===== src/rtl/core/turtle_grid_plotter_assert.svh =====
// Assertion shorthands used by the plotter sequencer RTL.
// Each expects clk and rst in scope.
`ifndef TURTLE_GRID_PLOTTER_ASSERT_SVH
`define TURTLE_GRID_PLOTTER_ASSERT_SVH

// Same-cycle implication.
`define TGP_ASSERT_IMP(lbl, ante, cons, msg) \
  lbl: assert property (@(posedge clk) disable iff (rst) (ante) |-> (cons)) else $error(msg);

// Next-cycle implication.
`define TGP_ASSERT_NEXT(lbl, ante, cons, msg) \
  lbl: assert property (@(posedge clk) disable iff (rst) (ante) |=> (cons)) else $error(msg);

`endif


===== src/rtl/core/tgp_pkg.sv =====
package tgp_pkg;

  // Default grid edge length in cells
  localparam int GRID_SIZE_DEF = 32;

  // Payload widths
  localparam int MODE_W     = 3;
  localparam int DIST_W     = 6;
  localparam int ROW_BITS_W = 32;
  localparam int ROW_NUM_W  = 5;

  // Command codes
  typedef enum logic [MODE_W-1:0] {
    MODE_NONE   = 3'd0,
    MODE_PEN_UP = 3'd1,
    MODE_PEN_DN = 3'd2,
    MODE_TURN_R = 3'd3,
    MODE_TURN_L = 3'd4,
    MODE_MOVE   = 3'd5,
    MODE_DUMP   = 3'd6
  } mode_t;

  // Headings, clockwise from east
  typedef enum logic [1:0] {
    HEAD_EAST  = 2'd0,
    HEAD_SOUTH = 2'd1,
    HEAD_WEST  = 2'd2,
    HEAD_NORTH = 2'd3
  } heading_t;

  // Grid memory port control
  typedef struct packed {
    logic rd_en;
    logic wr_en;
  } mem_ctl_t;

endpackage


===== src/rtl/core/tgp_cmd_if.sv =====
interface tgp_cmd_if;
  logic                         valid;
  logic                         ready;
  logic [tgp_pkg::MODE_W-1:0]   mode;
  logic [tgp_pkg::DIST_W-1:0]   distance;

  modport source (output valid, output mode, output distance, input ready);
  modport sink   (input valid, input mode, input distance, output ready);
endinterface


===== src/rtl/core/tgp_row_if.sv =====
interface tgp_row_if;
  logic                            valid;
  logic                            ready;
  logic [tgp_pkg::ROW_BITS_W-1:0]  row_bits;
  logic [tgp_pkg::ROW_NUM_W-1:0]   row_number;
  logic                            last_row;

  modport source (output valid, output row_bits, output row_number, output last_row,
                  input ready);
  modport sink   (input valid, input row_bits, input row_number, input last_row,
                  output ready);
endinterface


===== src/rtl/core/tgp_grid_mem.sv =====
module tgp_grid_mem #(
  parameter int GRID_SIZE = tgp_pkg::GRID_SIZE_DEF
) (
  input  logic                         clk,
  input  logic                         rst,
  input  tgp_pkg::mem_ctl_t            ctl,
  input  logic [$clog2(GRID_SIZE)-1:0] addr,
  input  logic [GRID_SIZE-1:0]         wdata,
  output logic [GRID_SIZE-1:0]         rdata
);

  logic [GRID_SIZE-1:0] mem [GRID_SIZE];
  logic [GRID_SIZE-1:0] row_vld;
  logic [GRID_SIZE-1:0] rd_q;
  logic                 rd_vld;

  // Per-row written flags; an unwritten row reads as zero
  always_ff @(posedge clk) begin
    if (rst) begin
      row_vld <= '0;
      rd_vld  <= 1'b0;
    end else begin
      if (ctl.wr_en) row_vld[addr] <= 1'b1;
      if (ctl.rd_en) rd_vld <= row_vld[addr];
    end
  end

  // Storage with registered read
  always_ff @(posedge clk) begin
    if (ctl.wr_en) mem[addr] <= wdata;
    if (ctl.rd_en) rd_q <= mem[addr];
  end

  assign rdata = rd_vld ? rd_q : '0;

endmodule


===== src/rtl/core/tgp_seq.sv =====
`include "turtle_grid_plotter_assert.svh"

module tgp_seq #(
  parameter int GRID_SIZE = tgp_pkg::GRID_SIZE_DEF
) (
  input  logic                         clk,
  input  logic                         rst,
  tgp_cmd_if.sink                      cmd,
  tgp_row_if.source                    row,
  output tgp_pkg::mem_ctl_t            mem_ctl,
  output logic [$clog2(GRID_SIZE)-1:0] mem_addr,
  output logic [GRID_SIZE-1:0]         mem_wdata,
  input  logic [GRID_SIZE-1:0]         mem_rdata
);

  localparam int RW = $clog2(GRID_SIZE);
  localparam logic [RW-1:0] LAST = RW'(GRID_SIZE - 1);

  typedef enum logic [2:0] {
    S_IDLE,
    S_MOVE_STEP,
    S_MOVE_WR,
    S_DUMP_RD,
    S_DUMP_OUT
  } state_t;

  state_t                          state;
  logic                            pen_down;
  tgp_pkg::heading_t               heading;
  logic [RW-1:0]                   pen_row;
  logic [RW-1:0]                   pen_col;
  logic [tgp_pkg::DIST_W-1:0]      steps;
  logic [RW-1:0]                   dump_row;
  logic                            out_valid;
  logic [tgp_pkg::ROW_BITS_W-1:0]  out_bits;
  logic [tgp_pkg::ROW_NUM_W-1:0]   out_num;
  logic                            out_last;

  logic          blocked;
  logic          step_ok;
  logic          out_free;
  logic [RW-1:0] row_next;
  logic [RW-1:0] col_next;

  // Next cell in the current heading, and whether the edge stops us
  always_comb begin
    row_next = pen_row;
    col_next = pen_col;
    blocked  = 1'b0;
    case (heading)
      tgp_pkg::HEAD_EAST: begin
        blocked  = (pen_col == LAST);
        col_next = pen_col + RW'(1);
      end
      tgp_pkg::HEAD_SOUTH: begin
        blocked  = (pen_row == LAST);
        row_next = pen_row + RW'(1);
      end
      tgp_pkg::HEAD_WEST: begin
        blocked  = (pen_col == '0);
        col_next = pen_col - RW'(1);
      end
      tgp_pkg::HEAD_NORTH: begin
        blocked  = (pen_row == '0);
        row_next = pen_row - RW'(1);
      end
      default: blocked = 1'b1;
    endcase
  end

  assign step_ok  = (steps != '0) && !blocked;
  assign out_free = !out_valid || row.ready;

  // Memory port: read the row being stepped into or dumped, write it back modified
  always_comb begin
    mem_ctl.rd_en = ((state == S_MOVE_STEP) && step_ok) || (state == S_DUMP_RD);
    mem_ctl.wr_en = (state == S_MOVE_WR);
    case (state)
      S_MOVE_STEP: mem_addr = row_next;
      S_DUMP_RD:   mem_addr = dump_row;
      default:     mem_addr = pen_row;
    endcase
    mem_wdata          = mem_rdata;
    mem_wdata[pen_col] = pen_down;
  end

  // Sequencer and output register
  always_ff @(posedge clk) begin
    if (rst) begin
      state     <= S_IDLE;
      pen_down  <= 1'b0;
      heading   <= tgp_pkg::HEAD_EAST;
      pen_row   <= '0;
      pen_col   <= '0;
      steps     <= '0;
      dump_row  <= '0;
      out_valid <= 1'b0;
    end else begin
      // drop valid after a transfer unless a new row is loaded in the same cycle
      if (row.valid && row.ready && !((state == S_DUMP_OUT) && out_free))
        out_valid <= 1'b0;
      case (state)
        S_IDLE: begin
          if (cmd.valid) begin
            case (tgp_pkg::mode_t'(cmd.mode))
              tgp_pkg::MODE_PEN_UP: pen_down <= 1'b0;
              tgp_pkg::MODE_PEN_DN: pen_down <= 1'b1;
              tgp_pkg::MODE_TURN_R: heading  <= tgp_pkg::heading_t'(heading + 2'd1);
              tgp_pkg::MODE_TURN_L: heading  <= tgp_pkg::heading_t'(heading - 2'd1);
              tgp_pkg::MODE_MOVE: begin
                steps <= cmd.distance;
                state <= S_MOVE_STEP;
              end
              tgp_pkg::MODE_DUMP: begin
                dump_row <= '0;
                state    <= S_DUMP_RD;
              end
              default: ;
            endcase
          end
        end
        S_MOVE_STEP: begin
          if (step_ok) begin
            pen_row <= row_next;
            pen_col <= col_next;
            steps   <= steps - tgp_pkg::DIST_W'(1);
            state   <= S_MOVE_WR;
          end else begin
            state <= S_IDLE;
          end
        end
        S_MOVE_WR: state <= S_MOVE_STEP;
        S_DUMP_RD: state <= S_DUMP_OUT;
        S_DUMP_OUT: begin
          if (out_free) begin
            out_valid <= 1'b1;
            out_bits  <= tgp_pkg::ROW_BITS_W'(mem_rdata);
            out_num   <= tgp_pkg::ROW_NUM_W'(dump_row);
            out_last  <= (dump_row == LAST);
            if (dump_row == LAST) begin
              state <= S_IDLE;
            end else begin
              dump_row <= dump_row + RW'(1);
              state    <= S_DUMP_RD;
            end
          end
        end
        default: state <= S_IDLE;
      endcase
    end
  end

  assign cmd.ready      = (state == S_IDLE);
  assign row.valid      = out_valid;
  assign row.row_bits   = out_bits;
  assign row.row_number = out_num;
  assign row.last_row   = out_last;

  `TGP_ASSERT_IMP(a_wr_after_rd, mem_ctl.wr_en, $past(mem_ctl.rd_en), "write without a read")
  `TGP_ASSERT_IMP(a_rd_wr_excl, mem_ctl.rd_en, !mem_ctl.wr_en, "read and write collide")
  `TGP_ASSERT_NEXT(a_pos_hold, state != S_MOVE_STEP, $stable(pen_row) && $stable(pen_col), "pen moved outside a step")
  `TGP_ASSERT_NEXT(a_dump_end, (state == S_DUMP_OUT) && out_free && (dump_row == LAST), (state == S_IDLE) && out_valid && out_last, "dump did not end on the last row")

endmodule


===== src/rtl/core/turtle_grid_plotter.sv =====
// Turtle plotter: command in, grid row words out on a dump.
// Pen and turn commands complete in the idle state; a move steps cell by cell
// (memory read, then write back) and ends early at the grid edge.
// A dump reads each row and then outputs it, waiting while the output stalls.
// Synchronous reset clears pen, heading, position and per-row written flags;
// the grid reads as all zeros at once, with no clearing pass.
module turtle_grid_plotter #(
  parameter int GRID_SIZE = tgp_pkg::GRID_SIZE_DEF
) (
  input  logic        clk,
  input  logic        rst,
  tgp_cmd_if.sink     cmd,
  tgp_row_if.source   row
);

  localparam int RW = $clog2(GRID_SIZE);

  tgp_pkg::mem_ctl_t    mem_ctl;
  logic [RW-1:0]        mem_addr;
  logic [GRID_SIZE-1:0] mem_wdata;
  logic [GRID_SIZE-1:0] mem_rdata;

  // Command sequencer and result register
  tgp_seq #(
    .GRID_SIZE (GRID_SIZE)
  ) u_seq (
    .clk       (clk),
    .rst       (rst),
    .cmd       (cmd),
    .row       (row),
    .mem_ctl   (mem_ctl),
    .mem_addr  (mem_addr),
    .mem_wdata (mem_wdata),
    .mem_rdata (mem_rdata)
  );

  // Grid storage, one word per row
  tgp_grid_mem #(
    .GRID_SIZE (GRID_SIZE)
  ) u_grid (
    .clk   (clk),
    .rst   (rst),
    .ctl   (mem_ctl),
    .addr  (mem_addr),
    .wdata (mem_wdata),
    .rdata (mem_rdata)
  );

endmodule

===== src/flat_wrapper.sv =====
// flat-port wrapper written by rule: the top's interface ports become plain ports
module turtle_grid_plotter_flat 
#(
  parameter int GRID_SIZE = tgp_pkg::GRID_SIZE_DEF
)
  (clk, rst, cmd_valid, cmd_mode, cmd_distance, cmd_ready, row_valid, row_row_bits, row_row_number, row_last_row, row_ready);
  tgp_cmd_if cmd_i ();
  tgp_row_if row_i ();
  input  logic clk;
  input  logic rst;
  input wire logic [$bits(cmd_i.valid)-1:0] cmd_valid;
  input wire logic [$bits(cmd_i.mode)-1:0] cmd_mode;
  input wire logic [$bits(cmd_i.distance)-1:0] cmd_distance;
  output wire logic [$bits(cmd_i.ready)-1:0] cmd_ready;
  output wire logic [$bits(row_i.valid)-1:0] row_valid;
  output wire logic [$bits(row_i.row_bits)-1:0] row_row_bits;
  output wire logic [$bits(row_i.row_number)-1:0] row_row_number;
  output wire logic [$bits(row_i.last_row)-1:0] row_last_row;
  input wire logic [$bits(row_i.ready)-1:0] row_ready;
  assign cmd_i.valid = cmd_valid;
  assign cmd_i.mode = cmd_mode;
  assign cmd_i.distance = cmd_distance;
  assign cmd_ready = cmd_i.ready;
  assign row_valid = row_i.valid;
  assign row_row_bits = row_i.row_bits;
  assign row_row_number = row_i.row_number;
  assign row_last_row = row_i.last_row;
  assign row_i.ready = row_ready;
  turtle_grid_plotter #(.GRID_SIZE(GRID_SIZE)) u_core (.clk(clk), .rst(rst), .cmd(cmd_i), .row(row_i));
endmodule

===== config.mk =====
export PLATFORM = sky130hd
export DESIGN_NAME = turtle_grid_plotter_flat
export DESIGN_NICKNAME = d
export VERILOG_FILES = /design/src/rtl/core/tgp_pkg.sv /design/src/rtl/core/tgp_cmd_if.sv /design/src/rtl/core/tgp_row_if.sv /design/src/rtl/core/tgp_grid_mem.sv /design/src/rtl/core/tgp_seq.sv /design/src/rtl/core/turtle_grid_plotter.sv /design/src/flat_wrapper.sv
export VERILOG_INCLUDE_DIRS = /design/src /design/src/rtl/core
export SDC_FILE = /design/constraint.sdc
export NUM_CORES = 1
export LEC_CHECK = 0
export ABC_CLOCK_PERIOD_IN_PS = 19500
export BUFFER_PORTS_ARGS = -buffer_cell sky130_fd_sc_hd__buf_2
export CAP_MARGIN = 10
export CORE_AREA = 5 5 328 330
export DETAILED_ROUTE_END_ITERATION = 8
export DIE_AREA = 0 0 333 335
export HOLD_SLACK_MARGIN = 0.06
export PLACE_DENSITY = 0.6
export SLEW_MARGIN = 40
export SYNTH_ARGS = -nofsm -noshare
export SYNTH_HDL_FRONTEND = slang
export SYNTH_SLANG_ARGS = --single-unit

===== constraint.sdc =====
create_clock -name clk -period 19.5 [get_ports clk]
set_clock_uncertainty 0.2 [all_clocks]
set_input_delay 0.975 -clock clk [delete_from_list [all_inputs] [get_ports clk]]
set_output_delay 0.975 -clock clk [all_outputs]
set_load 0.02 [all_outputs]

Word level (Yosys, flattened, before mapping) --
Memories as Yosys holds them, arrays and structs flattened. A register that Yosys moved wholly into a read port is not among the register bits. Index checks and enable logic that the tools add are counted. Widths: inputs -> output; s select.
Storage, ports and cells: memories kept 1, flip-flop bits (word level) 99, input port bits 13, bits in writable memories 1024, word-level logic and storage cells 115
Memory list:
- u_core.u_grid.mem | words 32, bits a word 32, rd ports 1, clocked after memory_dff 1, write ports 1, RTL line tgp_grid_mem.sv:12 | logic [GRID_SIZE-1:0] mem [GRID_SIZE];
Operators by class: mux-type cells 34, add/subtract/negate cells 8, magnitude comparators 4, reduce and logical (&&, ||, !) cells 30, bitwise gates (word level) 2, equality and inequality tests 23
Operators by type and width (count):
- $pmux 5 s2 | 4
- $bwmux 32 | 1
- $mux 32 | 1
- $or 32x32->32 | 1
- $mux 5 | 4
- $mux 6 | 3
- $add 5x1->5 const B | 3
- $eq 5x5->1 const B | 3
- $pmux 3 s5 | 1
- $reduce_and 3->1 | 5
- $eq 3x2->1 const B | 4
- $eq 3x3->1 const B | 4
- $lt 5x6->1 const B | 2
- $pmux 6 s2 | 1
- $demux 1 s5 | 2
- $ge 5x1->1 const B | 2
- $logic_not 5->1 | 2
- $reduce_bool 2->1 | 5
- $sub 5x1->5 const B | 2
- $mux 1 | 8
- $ne 2x2->1 const B | 4
- $logic_and 1x1->1 | 7
- $eq 3x1->1 const B | 2
- $mux 3 | 2
- 22 further kinds | 28

Depth between registers and ports, before layout --
depth in word-level cells 8, mapped depth 15, depth with buffers taken out 11

Cells and area by module --
A second synthesis with hierarchy kept.
Second synthesis, totals: cells, all modules 2155, area, all modules 44589.0 µm²
By module, submodules not included:
- tgp_grid_mem | instances 1, area an instance 40764.1 µm², seq. area each 32371.0 µm², cells an instance 1773
- tgp_seq | instances 1, area an instance 3824.9 µm², seq. area each 1701.6 µm², cells an instance 382

Worst setup path after synthesis --
Ideal clock, no wire load.
path kind reg-to-reg, start point register u_core.u_seq.heading[0], end point memory u_core.u_grid.mem[16][0] (netlist name), enable pin, arrival time 5653 ps, cell stages (with the launch flop) 12, required time 18795 ps, path slack 13143 ps, path buffers 3, cells stage by stage dfxtp_1 ha_1 buf_2 xor2_1 ha_1 o21ai_0 a221oi_1 mux2i_1 a21oi_2 buf_2 buf_1 nor4_1
On the way: cells in the longest elaborated chain, start to end 3, elaborated cells on any way between the ends 4, those cells by class eq/ne: 2; mux: 2
RTL lines:
- start, declared | RTL line tgp_seq.sv:29 | tgp_pkg::heading_t heading;
- start signal, assigned | RTL line tgp_seq.sv:92 | heading <= tgp_pkg::HEAD_EAST;
- start signal, assigned | RTL line tgp_seq.sv:108 | tgp_pkg::MODE_TURN_R: heading <= tgp_pkg::heading_t'(heading + 2'd1);
- start signal, assigned | RTL line tgp_seq.sv:109 | tgp_pkg::MODE_TURN_L: heading <= tgp_pkg::heading_t'(heading - 2'd1);
- $eq 2x2->1 / $eq 2x1->1 (equally long branches) | RTL line tgp_seq.sv:50 | case (heading)
- $pmux 5 s2 * | RTL line tgp_seq.sv:50
- $pmux 5 s2 * | RTL line tgp_seq.sv:78 | case (state)
- end, declared | RTL line tgp_grid_mem.sv:12
Mark *: on every way between the ends. The rest lies on a longest branch, timed or not.

Worst setup path after layout --
start point register u_core.u_seq.heading[0], end point register u_core.u_grid.rd_q[14] (read register of u_core.u_grid.mem) (data pin)
On the way: cells in the longest elaborated chain, start to end 6, elaborated cells on any way between the ends 11, those cells by class eq/ne: 3; mux: 3; reduce/logical: 5
RTL lines:
- $eq 2x2->1 (tied with other cells) | RTL line tgp_seq.sv:50
- $pmux 1 s4 | RTL line tgp_seq.sv:50
- $logic_not 1->1 | RTL line tgp_seq.sv:71 | assign step_ok = (steps != '0) && !blocked;
- $logic_and 1x1->1 | RTL line tgp_seq.sv:71
- $logic_and 1x1->1 | RTL line tgp_seq.sv:76 | mem_ctl.rd_en = ((state == S_MOVE_STEP) && step_ok) || (state == S_DUMP_RD);
- $logic_or 1x1->1 | RTL line tgp_seq.sv:76
- end, declared | RTL line tgp_grid_mem.sv:14 | logic [GRID_SIZE-1:0] rd_q;
Several ways; a longest one is shown, not always the timed one. A chain may end at the register's enable or synchronous reset.

==> metrics.txt <==
# TYPE chip_impl_metric gauge
chip_impl_metric{name="fin_setup_tns",unit="ns"} 0
chip_impl_metric{name="vdd_drop_max",unit="µV"} 73.13
chip_impl_metric{name="n_fill_cell",unit=""} 8994
chip_impl_metric{name="dpl_cells",unit=""} 4947
chip_impl_info{name="kind_of_path_behind_the_tightest_hold_check",value="register to register"} 1
chip_impl_metric{name="p_leak",unit="nW"} 18.04
chip_impl_metric{name="first_global_vias",unit=""} 28230
chip_impl_metric{name="vias_cell",unit=""} 5.804
chip_impl_info{name="status",value="finished, final reports clean"} 1
chip_impl_metric{name="synth-edff-count",unit=""} 1094
chip_impl_metric{name="synth_nets",unit=""} 3691
chip_impl_info{name="cp_common_cell",value="buf_6"} 1
chip_impl_metric{name="initial_antenna_violation_count",unit=""} 3
chip_impl_info{name="commonest_non_fill_non_tap_cell_in_the_layout",value="edfxtp_1"} 1
chip_impl_metric{name="fin_nets",unit=""} 3703
chip_impl_metric{name="die-area",unit="µm²"} 111600
chip_impl_metric{name="synth.distinct_cells",unit=""} 68
chip_impl_metric{name="globalRouteOverflowTotal",unit=""} 0
chip_impl_metric{name="ctsResizeCount",unit=""} 0
chip_impl_info{name="crit_path_end_kind",value="register"} 1
chip_impl_metric{name="tightestPinTransition",unit="ns"} 0.9051
chip_impl_metric{name="drt_pass1_iterations",unit=""} 6
chip_impl_metric{name="vias",unit=""} 29980
chip_impl_info{name="tritoncts",value="built"} 1
chip_impl_metric{name="fp.dieW",unit="µm"} 333
chip_impl_metric{name="multi_input_gate_area_in_the_final_layout",unit="µm²"} 11570
chip_impl_metric{name="cellPowerDensity",unit="nW/µm²"} 95.77
chip_impl_metric{name="timing.fmax",unit="GHz"} 0.1723
chip_impl_metric{name="hold_viol",unit=""} 0
chip_impl_metric{name="whs_path_depth",unit=""} 2
chip_impl_metric{name="gp_routability_congestion",unit=""} 0.8348
chip_impl_info{name="crit_path_start_kind",value="register"} 1
chip_impl_metric{name="yosys_register_bits",unit=""} 1155
chip_impl_metric{name="cts.path.max_buffers",unit=""} 3
chip_impl_metric{name="insertion_delay",unit="ns"} 0.69
chip_impl_metric{name="worst_slew_margin_rel",unit="%"} 39.44
chip_impl_metric{name="max_stage_delay",unit="ns"} 0.67
chip_impl_metric{name="area_taken_by_flip_flops_and_latches",unit="µm²"} 34070
chip_impl_metric{name="max_cap_viol_count",unit=""} 0
chip_impl_info{name="hold_end",value="u_core.u_grid.row_vld[28]"} 1
chip_impl_metric{name="avgSynthCellArea",unit="µm²"} 12.67
chip_impl_info{name="synth_top_cell_by_area",value="edfxtp_1"} 1
chip_impl_metric{name="finalWirelength",unit="µm"} 132300
chip_impl_metric{name="cts-hold-fix-buffers",unit=""} 0
chip_impl_metric{name="die_y",unit="µm"} 335
chip_impl_metric{name="clk_transition_reported_paths",unit="ns"} 0.06
chip_impl_metric{name="dp_hpwl",unit="µm"} 71380
chip_impl_metric{name="post-route-min-period",unit="ns"} 5.804
chip_impl_metric{name="period_share",unit="%"} 29.76
chip_impl_info{name="worst-setup-path-type",value="register to register"} 1
chip_impl_metric{name="reg2reg_depth",unit=""} 13
chip_impl_metric{name="floorplan.io_pins",unit=""} 53
chip_impl_info{name="cts_root_buf",value="clkbuf_16"} 1
chip_impl_metric{name="worst_setup_slack_for_register_to_register_paths",unit="ns"} 13.70
chip_impl_metric{name="layout-drive-gt1-share",unit="%"} 10.53
chip_impl_metric{name="finish.cell_count_without_fillers",unit=""} 5166
chip_impl_metric{name="required",unit="ns"} 19.71
chip_impl_metric{name="cts_post_setup_buffers_inserted",unit=""} 0
chip_impl_info{name="r2r-start",value="u_core.u_seq.heading[0]"} 1
chip_impl_metric{name="dr.first_iter.drc_count",unit=""} 3601
chip_impl_metric{name="area_delta_synth_final",unit="%"} 12.66
chip_impl_info{name="yosys_most_used_dff",value="edfxtp_1"} 1
chip_impl_metric{name="critical_path_arrival",unit="ns"} 6.02
chip_impl_metric{name="timing.hold.ws",unit="ns"} 0.2709
chip_impl_info{name="holdCritStartpoint",value="u_core.u_grid.row_vld[28]"} 1
chip_impl_info{name="r2r_end",value="u_core.u_grid.rd_q[14]"} 1
chip_impl_info{name="crit_chain",value="ha_1 > xor2_1 > ha_1 > o32a_2 > buf_4 > nand2_8 > buf_6 > buf_6 > buf_6 > nand3_1 > a31oi_1 > a2bb2oi_1 > nand4_1"} 1
chip_impl_metric{name="htreeDepth",unit=""} 3
chip_impl_info{name="most-common-layout-cells",value="edfxtp_1 (1094), nand2_1 (1016), nand3_1 (458)"} 1
chip_impl_metric{name="synth_warnings",unit=""} 0
chip_impl_metric{name="cts-buffers-inserted",unit=""} 116
chip_impl_metric{name="antenna_violating_nets_post_route",unit=""} 0
chip_impl_metric{name="drc_violation_count_after_routing",unit=""} 0
chip_impl_metric{name="syn_inst",unit=""} 3664
chip_impl_metric{name="ys_async_sr_fraction",unit="%"} 0
chip_impl_metric{name="cts.sink_count",unit=""} 1155
chip_impl_metric{name="grt_usage",unit="%"} 23.10
chip_impl_info{name="rsz0062_at_grt",value="false"} 1
chip_impl_info{name="top_cells_by_area_synth",value="edfxtp_1 (71%), nand2_1 (8.2%), nand3_1 (4.9%)"} 1
chip_impl_metric{name="worst-path-max-fanout",unit=""} 90
chip_impl_metric{name="num_rows",unit=""} 119
chip_impl_metric{name="buffer_ports.inserted",unit=""} 52
chip_impl_metric{name="syn_area",unit="µm²"} 46430
chip_impl_info{name="critical-path-slowest-cell",value="buf_6"} 1
chip_impl_metric{name="initial_utilization",unit="%"} 44.42
chip_impl_metric{name="synth_top_area_share",unit="%"} 70.75
chip_impl_metric{name="core_area",unit="µm²"} 104500
chip_impl_metric{name="synth.yosys.seq_area_share",unit="%"} 73.38
chip_impl_metric{name="grt_first_pass_wirelength",unit="µm"} 192700
chip_impl_metric{name="final-setup-viol-count",unit=""} 0
chip_impl_metric{name="grt_start_max_net_pins",unit=""} 171
chip_impl_metric{name="timing_max_transition_violations_final",unit=""} 0
chip_impl_metric{name="routed_wire_length_per_instance",unit="µm"} 25.62
-- worst max-delay path, delay by kind of cell (launching register included) --
kind                     cells  cell delay [ns]
flip-flops                   1             0.47
XOR/XNOR                     1             0.18
AO/OA/AOI/OAI                3             0.90
AND/OR/NAND/NOR              3             0.80
buffers and inverters        4             2.16
adder cells (fa/ha/maj)      2             0.62
-- synth_stat cells, types with 11 or more instances --
cell and count:
a211oi_1 37, a21oi_1 34, a2bb2oi_1 28, a311oi_1 34, a31oi_1 114, and2_1 39, and3_1 129, buf_1 34
buf_2 69, clkbuf_1 133, dfxtp_1 61, edfxtp_1 1094, ha_1 13, inv_1 12, mux2_2 33, nand2_1 1020
nand3_1 458, nand4_1 34, nor2_1 129, nor3_1 13, o21ai_0 22, xor2_1 11
-- report_power, final --
group	switching [W]	internal [W]	total [W]
registers	0.00000382	0.00269	0.00270
logic	0.0000644	0.0000230	0.0000874
clock network	0.000919	0.00131	0.00223
-- state kept, by name (all words and copies together), names as in the netlist --
signal and flops:
u_core.u_seq.steps 6, u_core.u_seq.state 3, u_core.u_grid.row_vld 32, u_core.u_grid.rd_vld 1, u_core.u_seq.row.last_row 1, u_core.u_grid.rd_q 32
u_core.u_grid.mem 1024, u_core.u_seq.row.row_bits 32, u_core.u_seq.pen_down 1, u_core.u_seq.pen_col 5, u_core.u_seq.row.row_number 5, u_core.u_seq.dump_row 5
u_core.u_seq.pen_row 5, u_core.u_seq.heading 2, u_core.u_seq.row.valid 1
-- cell families (layout without fill, tap and decap cells) --
family / after synthesis / in the layout / share of synthesized area (%)
AO/OA/AOI/OAI: 310 / 310 / 4.683
XOR/XNOR: 14 / 14 / 0.2641
adder cells (fa/ha/maj): 14 / 14 / 0.3934
buffers and inverters: 257 / 364 / 2.355
flip-flops: 1155 / 1155 / 73.38
multiplexers: 41 / 41 / 0.9835
other: 0 / 4 / 0
AND/OR/NAND/NOR: 1873 / 1873 / 17.94
-- final cells by class --
| type | count | share of cell area (%) |
|---|---|---|
| diodes | 4 | 0.01913 |
| multi-input cells | 2252 | 22.12 |
| inverters | 12 | 0.08611 |
| well taps | 1391 | 3.327 |
| clock buffers | 153 | 6.128 |
| repair buffers | 139 | 2.019 |
| flip-flops and latches | 1155 | 65.13 |
| clock inverters | 60 | 1.162 |
-- per-stage QoR --
step           setup WS [ns]  total power [W]  cell area, µm²  util, %
2_1_floorplan          13.14         0.002804           46430        -
3_3_place_gp           13.10         0.002834           48280    46.19
3_5_place_dp           13.48         0.002836           48430    46.34
4_1_cts                13.48         0.005037           52250    49.98
5_1_grt                13.30         0.005149           52300    50.04
6_report               13.70         0.005010           52310    50.05
-- worst max path at each step --
stage                                  startpoint                        to  depth (start not counted)
after floorplan           u_core.u_seq.heading[0]  u_core.u_grid.mem[16][0]                         11
after global placement    u_core.u_seq.heading[0]    u_core.u_grid.rd_q[14]                         13
after detailed placement  u_core.u_seq.heading[0]    u_core.u_grid.rd_q[14]                         13
after CTS                 u_core.u_seq.heading[0]    u_core.u_grid.rd_q[14]                         13
after global routing      u_core.u_seq.heading[0]    u_core.u_grid.rd_q[14]                         13
final                     u_core.u_seq.heading[0]    u_core.u_grid.rd_q[14]                         13
-- layer usage --
| metal | track usage [%] | up-vias | part of all wire (%) | wire length (µm) |
|---|---|---|---|---|
| met5 | 0 | - | 0 | 0 |
| li1 | - | 13410 | - | - |
| met4 | 7.622 | 0 | 3.7 | 4888 |
| met2 | 35.77 | 1324 | 45 | 59960 |
| met1 | 32.98 | 15010 | 42 | 55990 |
| met3 | 4.820 | 240 | 8.7 | 11500 |
Power figures use the tool's default switching activity.
